File: config.mk
export PLATFORM = sky130hd
export DESIGN_NAME = tile_average_hash_compare
export DESIGN_NICKNAME = d
export VERILOG_FILES = /design/src/rtl/tah_pkg.sv /design/src/rtl/tah_gray.sv /design/src/rtl/tah_ram.sv /design/src/rtl/tile_average_hash_compare.sv
export VERILOG_INCLUDE_DIRS = /design/src /design/src/rtl
export SDC_FILE = /design/constraint.sdc
export NUM_CORES = 1
export LEC_CHECK = 0
export BUFFER_PORTS_ARGS = -buffer_cell sky130_fd_sc_hd__buf_2
export CAP_MARGIN = 10
export CORE_ASPECT_RATIO = 0.8
export CORE_MARGIN = 2
export CORE_UTILIZATION = 44
export DETAILED_ROUTE_END_ITERATION = 8
export GPL_ROUTABILITY_DRIVEN = 1
export PLACE_DENSITY_LB_ADDON = 0.08
export SLEW_MARGIN = 20
export SYNTH_ARGS = -nofsm -noshare
export SYNTH_HDL_FRONTEND = slang
export SYNTH_SLANG_ARGS = --single-unit
export TNS_END_PERCENT = 100
File: constraint.sdc
create_clock -name clk -period 14.8 [get_ports clk]
set_clock_uncertainty 0.15 [all_clocks]
set_input_delay 2.22 -clock clk [delete_from_list [all_inputs] [get_ports clk]]
set_output_delay 2.22 -clock clk [all_outputs]
set_load 0.05 [all_outputs]
File: src/rtl/tile_average_hash_compare_defines.svh
// assertion macros for the tile average hash block
`ifndef TILE_AVERAGE_HASH_COMPARE_DEFINES_SVH
`define TILE_AVERAGE_HASH_COMPARE_DEFINES_SVH

// same-cycle implication, checked on clk, off during rst
`define TAH_ASSERT_NOW(lbl, ante, cons, msg) \
  lbl: assert property (@(posedge clk) disable iff (rst) (ante) |-> (cons)) else $error(msg);

// next-cycle implication, checked on clk, off during rst
`define TAH_ASSERT_NEXT(lbl, ante, cons, msg) \
  lbl: assert property (@(posedge clk) disable iff (rst) (ante) |=> (cons)) else $error(msg);

`endif

File: src/rtl/tah_pkg.sv
`timescale 1ns / 1ps
// ----------------------------------------------------------------------------
// tah_pkg
// Shared constants for the tile average hash compare block: grid size,
// field widths, divide-by-three reciprocal and controller state codes.
// ----------------------------------------------------------------------------
package tah_pkg;

  localparam int GRID_SIDE = 8;
  localparam int SAMPLES   = GRID_SIDE * GRID_SIDE;

  localparam int CHAN_W    = 8;
  localparam int GRAY_W    = 8;
  localparam int HASH_W    = 64;
  localparam int IDX_W     = 6;
  localparam int STORE_D   = 64;
  localparam int SUM_W     = 14;
  localparam int DIST_W    = 7;
  localparam int THR_W     = 7;
  localparam int SAMPLE_W  = 7;
  localparam int PROD_W    = GRAY_W + SAMPLE_W;

  // floor(s / 3) == (s * 683) >> 11 for every s up to 765
  localparam int RGB_SUM_W  = 10;
  localparam int DIV3_MUL   = 683;
  localparam int DIV3_SHIFT = 11;
  localparam int DIV3_W     = 20;

  localparam logic [1:0] ST_LOAD   = 2'd0;
  localparam logic [1:0] ST_WALK   = 2'd1;
  localparam logic [1:0] ST_TAIL   = 2'd2;
  localparam logic [1:0] ST_FINISH = 2'd3;

endpackage

File: src/rtl/tah_gray.sv
`timescale 1ns / 1ps
// ----------------------------------------------------------------------------
// tah_gray
// Gray level of one pixel: (red + green + blue) / 3, truncated, done as a
// multiply by a fixed reciprocal and a shift.
// ----------------------------------------------------------------------------
module tah_gray (
  input  logic [tah_pkg::CHAN_W-1:0] red,
  input  logic [tah_pkg::CHAN_W-1:0] green,
  input  logic [tah_pkg::CHAN_W-1:0] blue,
  output logic [tah_pkg::GRAY_W-1:0] gray
);

  logic [tah_pkg::RGB_SUM_W-1:0] rgb_sum;
  logic [tah_pkg::DIV3_W-1:0]    scaled;

  assign rgb_sum = tah_pkg::RGB_SUM_W'(red) + tah_pkg::RGB_SUM_W'(green)
                 + tah_pkg::RGB_SUM_W'(blue);
  assign scaled  = tah_pkg::DIV3_W'(rgb_sum) * tah_pkg::DIV3_W'(tah_pkg::DIV3_MUL);
  assign gray    = scaled[tah_pkg::DIV3_SHIFT +: tah_pkg::GRAY_W];

endmodule

File: src/rtl/tah_ram.sv
`timescale 1ns / 1ps
// ----------------------------------------------------------------------------
// tah_ram
// Simple dual-port synchronous RAM, one write and one read port, registered
// read data.
// ----------------------------------------------------------------------------
module tah_ram #(
  parameter int DEPTH = 64,
  parameter int WIDTH = 8,
  parameter int AW    = $clog2(DEPTH)
) (
  input  logic             clk,
  input  logic             wr_en,
  input  logic [AW-1:0]    wr_addr,
  input  logic [WIDTH-1:0] wr_data,
  input  logic             rd_en,
  input  logic [AW-1:0]    rd_addr,
  output logic [WIDTH-1:0] rd_data
);

  logic [WIDTH-1:0] mem [DEPTH];

  always_ff @(posedge clk) begin
    if (wr_en) begin
      mem[wr_addr] <= wr_data;
    end
  end

  always_ff @(posedge clk) begin
    if (rd_en) begin
      rd_data <= mem[rd_addr];
    end
  end

endmodule

File: src/rtl/tile_average_hash_compare.sv
`timescale 1ns / 1ps
// The result is registered in the finish state, after the walk and tail states.
// Throughput: one sample per cycle while loading, then a walk of all 64 entries of the
// gray memory (one read port) and the tail and finish states for each tile.
// Samples of the next tile are refused from the walk until the result is shown.
// Reset: synchronous, clears counters, sum, state and output valid; threshold 3.
// ----------------------------------------------------------------------------
// tile_average_hash_compare
// Collects the gray samples of a tile in memory, builds the average hash by
// walking the memory once and compares it with the reference hash.
// ----------------------------------------------------------------------------
`include "tile_average_hash_compare_defines.svh"

module tile_average_hash_compare (
  input  logic                          clk,
  input  logic                          rst,
  input  logic                          cfg_write,
  input  logic [tah_pkg::THR_W-1:0]     cfg_data,
  input  logic                          in_valid,
  output logic                          in_stall,
  input  logic [tah_pkg::CHAN_W-1:0]    red,
  input  logic [tah_pkg::CHAN_W-1:0]    green,
  input  logic [tah_pkg::CHAN_W-1:0]    blue,
  input  logic [tah_pkg::HASH_W-1:0]    ref_hash,
  output logic                          out_valid,
  input  logic                          out_stall,
  output logic [tah_pkg::HASH_W-1:0]    tile_hash,
  output logic [tah_pkg::DIST_W-1:0]    bit_distance,
  output logic                          changed
);

  logic [1:0]                     state;
  logic [tah_pkg::IDX_W-1:0]      sample_count;
  logic [tah_pkg::SUM_W-1:0]      gray_sum;
  logic [tah_pkg::THR_W-1:0]      bit_threshold;
  logic [tah_pkg::IDX_W-1:0]      walk_addr;
  logic                           rd_pend;
  logic [tah_pkg::IDX_W-1:0]      rd_idx;
  logic [tah_pkg::HASH_W-1:0]     hash_acc;
  logic [tah_pkg::HASH_W-1:0]     ref_sh;
  logic [tah_pkg::DIST_W-1:0]     diff_count;

  logic [tah_pkg::GRAY_W-1:0]     gray;
  logic [tah_pkg::GRAY_W-1:0]     rd_data;
  logic                           in_take;
  logic                           last_sample;
  logic                           walk_rd;
  logic [tah_pkg::PROD_W-1:0]     scaled;
  logic                           in_grid;
  logic                           hash_bit;
  logic                           out_free;

  assign in_stall    = (state != tah_pkg::ST_LOAD);
  assign in_take     = in_valid && !in_stall;
  assign last_sample = (sample_count == tah_pkg::IDX_W'(tah_pkg::SAMPLES - 1));
  assign walk_rd     = (state == tah_pkg::ST_WALK);
  assign out_free    = !out_valid || !out_stall;

  tah_gray u_gray (
    .red   (red),
    .green (green),
    .blue  (blue),
    .gray  (gray)
  );

  tah_ram #(
    .DEPTH (tah_pkg::STORE_D),
    .WIDTH (tah_pkg::GRAY_W)
  ) u_store (
    .clk     (clk),
    .wr_en   (in_take),
    .wr_addr (sample_count),
    .wr_data (gray),
    .rd_en   (walk_rd),
    .rd_addr (walk_addr),
    .rd_data (rd_data)
  );

  // sample * count >= sum stands for sample >= average
  assign scaled   = tah_pkg::PROD_W'(rd_data) * tah_pkg::PROD_W'(tah_pkg::SAMPLES);
  assign in_grid  = (tah_pkg::SAMPLE_W'(rd_idx) < tah_pkg::SAMPLE_W'(tah_pkg::SAMPLES));
  assign hash_bit = in_grid && (scaled >= tah_pkg::PROD_W'(gray_sum));

  always_ff @(posedge clk) begin
    if (rst) begin
      bit_threshold <= tah_pkg::THR_W'(3);
    end else if (cfg_write) begin
      bit_threshold <= cfg_data;
    end
  end

  always_ff @(posedge clk) begin
    if (rst) begin
      state        <= tah_pkg::ST_LOAD;
      sample_count <= '0;
      gray_sum     <= '0;
      walk_addr    <= '0;
      rd_pend      <= 1'b0;
      out_valid    <= 1'b0;
    end else begin
      rd_pend <= walk_rd;
      if (out_valid && !out_stall && state != tah_pkg::ST_FINISH) begin
        out_valid <= 1'b0;
      end
      case (state)
        tah_pkg::ST_LOAD: begin
          if (in_take) begin
            gray_sum <= gray_sum + tah_pkg::SUM_W'(gray);
            if (last_sample) begin
              sample_count <= '0;
              walk_addr    <= '0;
              state        <= tah_pkg::ST_WALK;
            end else begin
              sample_count <= sample_count + 1'b1;
            end
          end
        end
        tah_pkg::ST_WALK: begin
          walk_addr <= walk_addr + 1'b1;
          if (walk_addr == tah_pkg::IDX_W'(tah_pkg::STORE_D - 1)) begin
            state <= tah_pkg::ST_TAIL;
          end
        end
        tah_pkg::ST_TAIL: begin
          state <= tah_pkg::ST_FINISH;
        end
        tah_pkg::ST_FINISH: begin
          if (out_free) begin
            out_valid <= 1'b1;
            gray_sum  <= '0;
            state     <= tah_pkg::ST_LOAD;
          end
        end
        default: begin
          state <= tah_pkg::ST_LOAD;
        end
      endcase
    end
  end

  // walk datapath: hash shifts in from the top, reference shifts out the bottom
  always_ff @(posedge clk) begin
    if (in_take && last_sample) begin
      ref_sh     <= ref_hash;
      hash_acc   <= '0;
      diff_count <= '0;
    end else if (rd_pend) begin
      hash_acc   <= {hash_bit, hash_acc[tah_pkg::HASH_W-1:1]};
      ref_sh     <= {1'b0, ref_sh[tah_pkg::HASH_W-1:1]};
      diff_count <= diff_count + tah_pkg::DIST_W'(hash_bit ^ ref_sh[0]);
    end
    if (walk_rd) begin
      rd_idx <= walk_addr;
    end
  end

  always_ff @(posedge clk) begin
    if (state == tah_pkg::ST_FINISH && out_free) begin
      tile_hash    <= hash_acc;
      bit_distance <= diff_count;
      changed      <= (tah_pkg::THR_W'(diff_count) > bit_threshold);
    end
  end

  `TAH_ASSERT_NEXT(a_last_starts_walk, in_take && last_sample,
    state == tah_pkg::ST_WALK && walk_addr == '0, "last sample did not start the walk")
  `TAH_ASSERT_NOW(a_pend_in_walk, rd_pend,
    state == tah_pkg::ST_WALK || state == tah_pkg::ST_TAIL, "memory read pending outside the walk")
  `TAH_ASSERT_NOW(a_dist_range, state == tah_pkg::ST_FINISH,
    diff_count <= tah_pkg::DIST_W'(tah_pkg::HASH_W), "distance above hash width")
  `TAH_ASSERT_NOW(a_out_from_finish, $rose(out_valid),
    $past(state) == tah_pkg::ST_FINISH, "result shown without a finished walk")

endmodule
After elaboration in Yosys (flattened, before gate mapping) --
Memories as Yosys holds them, arrays and structs flattened. A register that Yosys moved wholly into a read port is not among the register bits. Cells that the tools add are included.
Word-level totals: register bits 244, bits in latches 0, RAM bits 512, memory bits (read-only) 0, input bits 100, output and inout port bits 74, word-level logic and storage cells 71, memories 1
Cells by class: $add $sub $neg 6, $mul 1, div/mod/pow operators 0, $lt $le $gt $ge 2, equal/unequal tests 10, shifts and indexed selects 0, mux-type cells 19, bitwise logic cells 1, reductions and logical operators 18
Memory list:
- u_store.mem | depth 64, bits a word 8, read ports 1, clocked after memory_dff 1, wr ports 1, RTL line tah_ram.sv:21 | logic [WIDTH-1:0] mem [DEPTH];
Operator list (count):
- 64-bit 2-to-1 mux | 2
- 14-bit 2-to-1 mux | 2
- 14-bit case mux with 2 select lines | 1
- 10-bit by 10-bit multiplier with 19-bit output, second input constant | 1
- 6-bit 2-to-1 mux | 3
- 14-bit by 8-bit adder with 14-bit output | 1
- 14-bit greater-or-equal comparator | 1
- 6-bit by 1-bit adder with 6-bit output, second input constant | 2
- 6-bit equality test, second input constant | 2
- 6-bit case mux with 2 select lines | 1
- 10-bit by 8-bit adder with 10-bit output | 1
- 2-bit != test, second input constant | 5
- 8-bit by 8-bit adder with 9-bit output | 1
- 2-bit 2-to-1 mux | 4
- 2-bit case mux with 4 select lines | 1
- 2-bit nonzero test | 4
- 7-bit by 1-bit adder with 7-bit output | 1
- 7-bit > comparator | 1
- 3-bit AND reduction | 2
- 1-bit logical AND | 5
- 1-bit 2-to-1 mux | 5
- 2-bit equality test, second input constant | 2
- 4-bit AND reduction | 1
- 1-bit zero test | 3
- 5 further kinds | 5

Depth between registers and ports, before layout --
Gate-level depths: netlist (run 1).
depth in word-level cells 6, mapped depth 36

Cells and area by module --
A second synthesis (run 1) with hierarchy kept.
Second synthesis, totals: cells, all modules 1924, area total of the unflattened synthesis 32613.8 sq um
By module, submodules not included:
- tah_ram | times used 1, cells an instance 940, area an instance 20246.9 sq um, seq. area each 15615.0 sq um
- tile_average_hash_compare | times used 1, cells an instance 756, area an instance 10178.5 sq um, seq. area each 6246.0 sq um
- tah_gray | times used 1, cells an instance 228, area an instance 2188.3 sq um, seq. area each 0.0 sq um

Worst setup path after synthesis (run 1) --
Ideal clock, no wire load.
kind input to register, start in red[0] (netlist name), end reg gray_sum[13] (netlist name), library setup time 0.101 ns, arrival time 11.340 ns, setup slack 3.209 ns, stages 33, cell sequence ha_1 fa_1 a21oi_1 o21ai_0 o21a_1 nor2_1 xnor2_1 ha_1 o211a_1 nor2_1 xnor2_1 ha_1 ha_1 inv_1 fa_1 inv_1 fa_1 inv_1 fa_1 inv_1 ha_1 and3_1 nand3_1 o21ai_0 a21oi_1 xnor2_1 ha_1 a21o_1 a21o_1 a2111o_1 a31oi_1 o311ai_0 o41ai_1
Between the ends: cells in the longest elaborated chain, start to end 6
RTL lines:
- from (decl) | RTL line tile_average_hash_compare.sv:21 | input logic [tah_pkg::CHAN_W-1:0] red,
- 8-bit by 8-bit adder with 9-bit output | RTL line tah_gray.sv:17 | assign rgb_sum = tah_pkg::RGB_SUM_W'(red) + tah_pkg::RGB_SUM_W'(green)
- 10-bit by 8-bit adder with 10-bit output | RTL line tah_gray.sv:18 | + tah_pkg::RGB_SUM_W'(blue);
- 10-bit by 10-bit multiplier with 19-bit output | RTL line tah_gray.sv:19 | assign scaled = tah_pkg::DIV3_W'(rgb_sum) * tah_pkg::DIV3_W'(tah_pkg::DIV3_MUL);
- named net gray (one bit) | RTL line tile_average_hash_compare.sv:43 | logic [tah_pkg::GRAY_W-1:0] gray;
- 14-bit by 8-bit adder with 14-bit output | RTL line tile_average_hash_compare.sv:108 | gray_sum <= gray_sum + tah_pkg::SUM_W'(gray);
- 14-bit 2-to-1 mux | RTL line tile_average_hash_compare.sv:107 | if (in_take) begin
- 14-bit case mux with 2 select lines | RTL line tile_average_hash_compare.sv:105 | case (state)
- to (signal assigned) | RTL line tile_average_hash_compare.sv:108
- to (decl) | RTL line tile_average_hash_compare.sv:34 | logic [tah_pkg::SUM_W-1:0] gray_sum;
The timed path passes the listed nets, and every way through them passes these cells. The select of a mux whose other input is x is not followed. A chain may end at the register's enable or synchronous reset.

Final worst setup path (run 1) --
start in red[0] (netlist name), end reg gray_sum[6] (netlist name)
The elaborated chain is that of the path after synthesis.

==> impl_metrics.ini, run 1 <==
[synthesis]
yosys_warnings = 0
async_flop_share_pct = 0
synth.distinct_cells = 59
synth_seq_cells = 764
synth_area_um2 = 32100
synth_area_leaders = edfxtp_1, mux4_2, dfxtp_1
synth_largest_area_cell = edfxtp_1
synth_enable_flop_cells = 656
ys_seq_area_share_pct = 68.2
syn_nets = 2073
syn_avg_cell_area_um2 = 17.4
ys.flop_type = edfxtp_1
syn_inst = 1841
synth_top_area_share_pct = 61.4

[finish]
drive_gt1_share_pct = 26.2
multiInputGateArea_um2 = 9730
final_cell_mix = edfxtp_1, nor2_1, buf_2
syn_to_final_growth_pct = 13.9
fin_nets = 2266
nFillCells = 5914
seq_area_um2 = 21900
fin_util_pct = 50.7
final_common_cell = edfxtp_1
diodes = 0

[clock_tree]
clk_latency_ns = 0.64
hold_buffers = 0
clock_sinks = 764
cts_resized = 0
h-tree-depth = 3
tritoncts = yes
numCtsBuffers = 78
clk_path_buf_depth = 3
clk_pin_slew_worst_paths_ns = 0.06
clockRootBuffer = clkbuf_16
cts_setup_buffers = 0

[floorplanning]
rows = 88
core_um2 = 72100
io_pins = 174
die-area_um2 = 75100
start_util_pct = 44.5
fp.dieH_um = 245
die_w_um = 306

[critical_path]
path_class = input port to flop
r2r-start = walk_addr[0]
crit_top_cell = ha_1
r2r_cells = 6
end_kind = flop
r2r_slack_ns = 10.36
cp_data_arrival_time_ns = 11.10
cp-endpoint = gray_sum[6]
r2r_end = u_store.rd_data[2]
cp.required_ns = 15.16
slowest_stage = o21ai_0
cp_slowest_stage_delay_ns = 0.57
crit_fanout = 66
cp-startpoint = red[0]
critPathLaunchType = input port

[worst_hold_path]
min_path_cells = 0
worst_hold_path_type = flop to flop

[routing]
drc_errors = 0
drt_iter0_markers = 1351
drtAntennaViolNets = 0
drt_pass1_iterations = 7
routed-via-count = 16434
wl_per_cell_um = 22.1
routed_wl_um = 67300
viasPerCell = 5.41

[place]
gp_congestion = 0.835
dp_hpwl_um = 44200
portBuffers = 173

[timing]
maxSlewHeadroom_pct = 30.1
setup_viol = 0
fin_tns_setup_ns = 0
finalMaxSlewViolations = 0
rsz0062_at_grt = no
fmax_mhz = 93.1
post-route-period-util_pct = 72.6
hold_viol = 0
tightestPinTransition_ns = 1.05
finalCriticalPeriod_ns = 10.74

[run]
cap_violations = 0

[grt]
grt_max_degree = 75
antenna_found_initial = 2
grt_pass1_wl_um = 102000
grt_util_all_layers_pct = 18.0
grt_pass1_vias = 16429
overflow = 0

[status]
status = complete, no violations
flip-flops by register name, indices dropped and copies added, names as in the netlist:
signal           cells
rd_pend              1
u_store.rd_data      8
bit_distance         7
ref_sh              64
hash_acc            64
tile_hash           64
u_store.mem        512
bit_threshold        7
state                2
changed              1
walk_addr            6
diff_count           7
out_valid            1
sample_count         6
gray_sum            14
cell type report:
class                      count  share of cell area [%]
clock buffer                  94                    5.51
clock inverter                47                    1.31
inverter                      64                   0.657
multi-input combinational    931                    26.6
sequential                   764                    59.9
tap                          945                    3.24
timing repair buffer         195                    2.82
routing by layer:
layer  vias to the layer above  global-route usage, %  wire length (um)
li1                       7578                      -                 -
met1                      8391                   28.1             32600
met2                       377                   26.5             30100
met3                        88                   2.85              3430
met4                         0                   4.53              1230
met5                         -                      0                 0
worst min-delay path by stage:
| stage | end | slack, ns | start |
|---|---|---|---|
| global route | tile_hash[0] | 0.30 | hash_acc[0] |
| global placement | tile_hash[0] | 0.27 | hash_acc[0] |
| finish | tile_hash[0] | 0.28 | hash_acc[0] |
| floorplan | tile_hash[0] | 0.26 | hash_acc[0] |
| CTS | tile_hash[0] | 0.29 | hash_acc[0] |
| detailed placement | tile_hash[0] | 0.27 | hash_acc[0] |
logic make-up (layout without fill, tap and decap cells):
group	Yosys count	count (layout)	synth area share (%)
AND/OR/NAND/NOR	320	320	4.40
flip-flops	764	764	68.2
AO/OA/AOI/OAI	139	139	2.97
buffers and inverters	146	400	1.90
multiplexers	296	296	15.7
adder cells (fa/ha/maj)	132	132	5.64
XOR/XNOR	44	44	1.20
cells in the mapped netlist, drive strengths merged (3+ instances only):
master and number:
buf 39, a211oi 4, ha 111, edfxtp 656, inv 64, o21ai 19, nor3 14, a21boi 3
nand2 49, xor2 19, and3 3, nor3b 4, a21oi 30, nand3b 3, or2 3, nand3 17
and2 5, a22oi 23, fa 21, mux4 160, mux2 63, or3 6, o2111ai 4, clkbuf 43
a21o 21, nor2b 11, nand4 8, nand2b 7, xnor2 25, o21a 8, a22o 3, dfxtp 108
o211ai 4, nor2 182, mux2i 73
critical path, delay by kind of cell:
family | cells | cell delay [ns]
AOI/OAI and AO/OA | 10 | 2.69
buffers and inverters | 7 | 1.00
adders and majority gates | 10 | 3.56
xor gates and xnor gates | 3 | 0.72
and+or+nand+nor | 6 | 0.87
stage by stage:
step                      cells  worst slack [ns]  instance area (um^2)  hold slack (ns)
after floorplan            1841              3.21                 32100            0.258
after global placement     2899              3.72                 34100            0.268
after detailed placement   2899              3.50                 34100            0.271
after CTS                  3040              4.14                 36500            0.285
after global routing       3040              3.50                 36500            0.298
final                      3040              4.06                 36500            0.280
Power of run 1 is not shown: default switching activity piles up to over one toggle a cycle in this logic, so the estimate is an artifact.
==> run 2, diff against run 1 <==
--- a/config.mk
+++ b/config.mk
@@ -6,6 +6,7 @@
 export SDC_FILE = /design/constraint.sdc
 export NUM_CORES = 1
 export LEC_CHECK = 0
+export ABC_AREA = 1
 export BUFFER_PORTS_ARGS = -buffer_cell sky130_fd_sc_hd__buf_2
 export CAP_MARGIN = 10
 export CORE_ASPECT_RATIO = 0.8
==> constraint.sdc (replaced) <==
create_clock -name clk -period 10.8 [get_ports clk]
set_clock_uncertainty 0.15 [all_clocks]
set_input_delay 1.62 -clock clk [delete_from_list [all_inputs] [get_ports clk]]
set_output_delay 1.62 -clock clk [all_outputs]
set_load 0.05 [all_outputs]
==> impl_metrics.ini, run 2 <==
[routing]
routed-via-count = 22192
drt_iter0_markers = 2087
routed_wl_um = 83600
drt_pass1_iterations = 5
viasPerCell = 5.24
drc_errors = 0
drtAntennaViolNets = 0
wl_per_cell_um = 19.7

[clock_tree]
clk_pin_slew_worst_paths_ns = 0.06
clock_sinks = 764
clockRootBuffer = clkbuf_16
tritoncts = yes
numCtsBuffers = 78
clk_latency_ns = 0.64
cts_resized = 0
cts_setup_buffers = 0
hold_buffers = 0
clk_path_buf_depth = 3
h-tree-depth = 3

[floorplanning]
rows = 90
start_util_pct = 44.3
io_pins = 174
die_w_um = 311
die-area_um2 = 77800
core_um2 = 75100
fp.dieH_um = 250

[grt]
grt_max_degree = 192
overflow = 0
grt_pass1_vias = 21045
antenna_found_initial = 1
grt_pass1_wl_um = 127000
grt_util_all_layers_pct = 21.1

[place]
dpl_cell_area_um2 = 35000
portBuffers = 173
gp_congestion = 0.874
dp_hpwl_um = 51300

[finish]
fin_nets = 3388
top_register = u_store.mem
stdcell_area_um2 = 37700
final_common_cell = edfxtp_1
syn_to_final_growth_pct = 13.3
nFillCells = 6695
drive_gt1_share_pct = 11.3
largest_reg_flops = 512
final_cell_mix = edfxtp_1, nand2_1, nor2_1

[synthesis]
synth_seq_cells = 764
post-synth-top-count-cell = edfxtp_1
ys.flop_type = edfxtp_1
syn_inst = 3011
synth_largest_area_cell = edfxtp_1
synth_area_um2 = 33300
synth_top_area_share_pct = 59.2
syn_avg_cell_area_um2 = 11.0
ys_seq_area_share_pct = 65.7
yosys_warnings = 0
syn_nets = 3243
synth_common_cells = edfxtp_1, nand2_1, nor2_1, o21ai_0, inv_1
synth_enable_flop_cells = 656
synth_area_leaders = edfxtp_1, dfxtp_1, nand2_1
synth.distinct_cells = 44
async_flop_share_pct = 0

[timing]
finalCriticalPeriod_ns = 8.85
fmax_mhz = 113
post-route-period-util_pct = 82.0
tightestPinTransition_ns = 1.12
setup_viol = 0
fin_tns_setup_ns = 0
finalMaxSlewViolations = 0
rsz0062_at_grt = no
hold_viol = 0
maxSlewHeadroom_pct = 25.1

[critical_path]
crit_top_cell = nand2_1
cp.required_ns = 11.22
cp_slowest_stage_delay_ns = 0.50
slowest_stage = fa_1
crit_fanout = 31
r2r_slack_ns = 6.43
path_class = input port to flop
cp_data_arrival_time_ns = 9.27
critPathLaunchType = input port
end_kind = flop
worst-path-buf-inv = 9
crit_family = adder cells

[status]
status = complete, no violations

[run]
cap_violations = 0

[worst_hold_path]
worst_hold_path_type = flop to flop
## run 2: changes by cell type in the layout (fill, tap and decap cells not counted), sizes merged, moves of 19 or more
| cell | change |
|---|---|
| inv | +160 |
| o21ai | +246 |
| a22oi | +43 |
| nand3 | +133 |
| xnor2 | -22 |
| a21oi | +65 |
| mux2 | -63 |
| mux2i | -73 |
| o211ai | +64 |
| nor2 | +285 |
| mux4 | -160 |
| nand2 | +492 |
| a21o | -19 |
## run 2: worst register-to-register path, cell delays in order (launching register included)
cell	delay, ns
dfxtp_1	0.34
inv_1	0.11
ha_1	0.17
nand2_1	0.30
inv_1	0.33
nand2_4	0.46
nand2_2	0.21
buf_4	0.67
clkinv_2	0.99
a22oi_1	0.46
inv_1	0.07
## run 2: cell families (layout without fill, tap and decap cells)
group | count (synthesis) | count (layout) | synth area share, %
buf+inv | 366 | 577 | 4.61
xor+xnor | 23 | 23 | 0.606
fa+ha+maj | 132 | 132 | 5.44
other cells | 0 | 1 | 0
simple gates | 1206 | 1206 | 14.6
flops | 764 | 764 | 65.7
compound gates | 520 | 520 | 9.04
## run 2: final timing paths
path                            cells past startpoint           end         from
worst max register to register                     10  hash_acc[45]     state[0]
worst max-delay path                               42  gray_sum[12]       red[0]
worst min register to register                      0  tile_hash[0]  hash_acc[0]
worst min-delay path                                0  tile_hash[0]  hash_acc[0]
## run 2: cell type report
class,count,area [um^2],area share (%)
clock buffers,109,2170,5.76
inverters,230,873,2.32
well taps,1012,1270,3.36
repair buffers,201,1090,2.89
multi-input cells,1881,9940,26.4
flip-flops and latches,764,21900,58.1
clock inverters,37,462,1.23
diodes,1,2.50,0.00664
## run 2: per-stage QoR
step / util (%) / hold WS, ns / std cells / worst slack, ns
2_1_floorplan: - / 0.259 / 3011 / 0.745
3_3_place_gp: 46.6 / 0.270 / 4088 / 1.46
3_5_place_dp: 46.6 / 0.279 / 4088 / 1.40
4_1_cts: 50.1 / 0.285 / 4234 / 2.02
5_1_grt: 50.2 / 0.308 / 4235 / 1.49
6_report: 50.2 / 0.291 / 4235 / 1.95
## run 2: routing by layer
layer	global-route usage, %	vias up	share of wire (%)
li1	-	10711	-
met1	31.2	10767	47
met2	31.9	605	45
met3	4.55	109	7.1
met4	4.57	0	1.7
met5	0	-	0
Power of run 2 is left out for the same reason.
==> run 3, diff against run 2 <==
==> constraint.sdc (replaced) <==
create_clock -name clk -period 7.8 [get_ports clk]
set_clock_uncertainty 0.15 [all_clocks]
set_input_delay 1.17 -clock clk [delete_from_list [all_inputs] [get_ports clk]]
set_output_delay 1.17 -clock clk [all_outputs]
set_load 0.05 [all_outputs]
==> impl_metrics.ini, run 3 (synthesis results as in run 2) <==
[status]
status = complete, no violations

[clock_tree]
clockRootBuffer = clkbuf_16
h-tree-depth = 3
clk_path_buf_depth = 3
tritoncts = yes
clk_latency_ns = 0.64
clock_sinks = 764
clk_pin_slew_worst_paths_ns = 0.06
numCtsBuffers = 78

[finish]
seq_area_um2 = 21900
nFillCells = 6643
multiInputGateArea_um2 = 10400
fin_nets = 3462
largest_reg_flops = 512
final_cell_mix = edfxtp_1, nand2_1, nor2_1
final_common_cell = edfxtp_1
drive_gt1_share_pct = 15.2
syn_to_final_growth_pct = 16.0
top_register = u_store.mem
final_cells = 4306
diodes = 0

[critical_path]
slowest_stage = fa_1
crit_fanout = 5
cp-startpoint = red[0]
cp.required_ns = 8.21
r2r-start = state[1]
path_class = input port to flop
end_kind = flop
critPathLaunchType = input port
cp_data_arrival_time_ns = 7.92
cp_slowest_stage_delay_ns = 0.50
crit_top_cell = nand2_1

[timing]
setup_viol = 0
tightestPinTransition_ns = 1.08
hold_viol = 0
finalMaxSlewViolations = 0
fmax_mhz = 133
rsz0062_at_grt = yes
maxSlewHeadroom_pct = 27.7
post-route-period-util_pct = 96.2
hold_ws_ns = 0.286
finalCriticalPeriod_ns = 7.50

[place]
gp_congestion = 0.864
dp_hpwl_um = 53500
portBuffers = 173
placed_cells = 4158

[floorplanning]
io_pins = 174
start_util_pct = 44.3
die_w_um = 311
die-area_um2 = 77800
fp.dieH_um = 250
rows = 90
core_um2 = 75100

[grt]
grt_pass1_wl_um = 129000
grt_pass1_vias = 21854
grt_util_all_layers_pct = 21.7
grt_max_degree = 194
overflow = 0
antenna_found_initial = 5

[routing]
routed_wl_um = 85500
routed-via-count = 22799
drc_errors = 0
drt_pass1_iterations = 5
viasPerCell = 5.29
wl_per_cell_um = 19.9
drtAntennaViolNets = 0
drt_iter0_markers = 2204

[worst_hold_path]
hold_start = hash_acc[0]
worst_hold_path_type = flop to flop

[run]
cap_violations = 0
run 3: timing repair:
action,in CTS,in global routing
endpoints found under the setup margin,0,67
resized for setup,0,29
buffers inserted,0,4
hold buffers,0,0
run 3: layout make-up:
cell class                      count  share of cell area (%)
Sequential cell                   764                    56.7
Multi-Input combinational cell   1881                    26.9
Clock buffer                      102                    5.50
Timing Repair Buffer              275                    4.26
Tap cell                         1012                    3.28
Inverter                          230                    2.27
Clock inverter                     42                    1.12
run 3: path summary, 6_finish.rpt:
path                                      to  slack [ns]  depth (start not counted)
worst min register to register  tile_hash[0]        0.29                          0
worst min-delay path            tile_hash[0]        0.29                          0
worst max register to register  hash_acc[49]        3.38                         10
worst max-delay path            gray_sum[12]        0.30                         43
run 3: routing by layer:
layer  part of all wire, %  track usage, %  up-vias
met4                   1.8            5.13        2
met5                 0.019               0        -
met3                   7.4            4.55      105
met1                    47            32.7    11148
met2                    44            32.0      685
li1                      -               -    10859
run 3: critical path: cells and delay by family:
| family | cells | cell delay [ns] |
|---|---|---|
| AO/OA/AOI/OAI | 6 | 0.89 |
| buffers and inverters | 10 | 0.71 |
| AND/OR/NAND/NOR | 15 | 1.46 |
| adder cells (fa/ha/maj) | 10 | 3.29 |
| XOR/XNOR | 2 | 0.39 |
run 3: through the flow:
step           TNS (ns)  setup slack (ns)  instance area, um^2  util [%]
2_1_floorplan     -1.74            -0.273                33600         -
3_3_place_gp      -3.96            -0.387                35800      47.7
3_5_place_dp     -21.20            -0.512                35800      47.7
4_1_cts               0             0.132                38400      51.1
5_1_grt          -0.140           -0.0448                38600      51.4
6_report              0             0.296                38600      51.4
Power of run 3 is left out for the same reason.
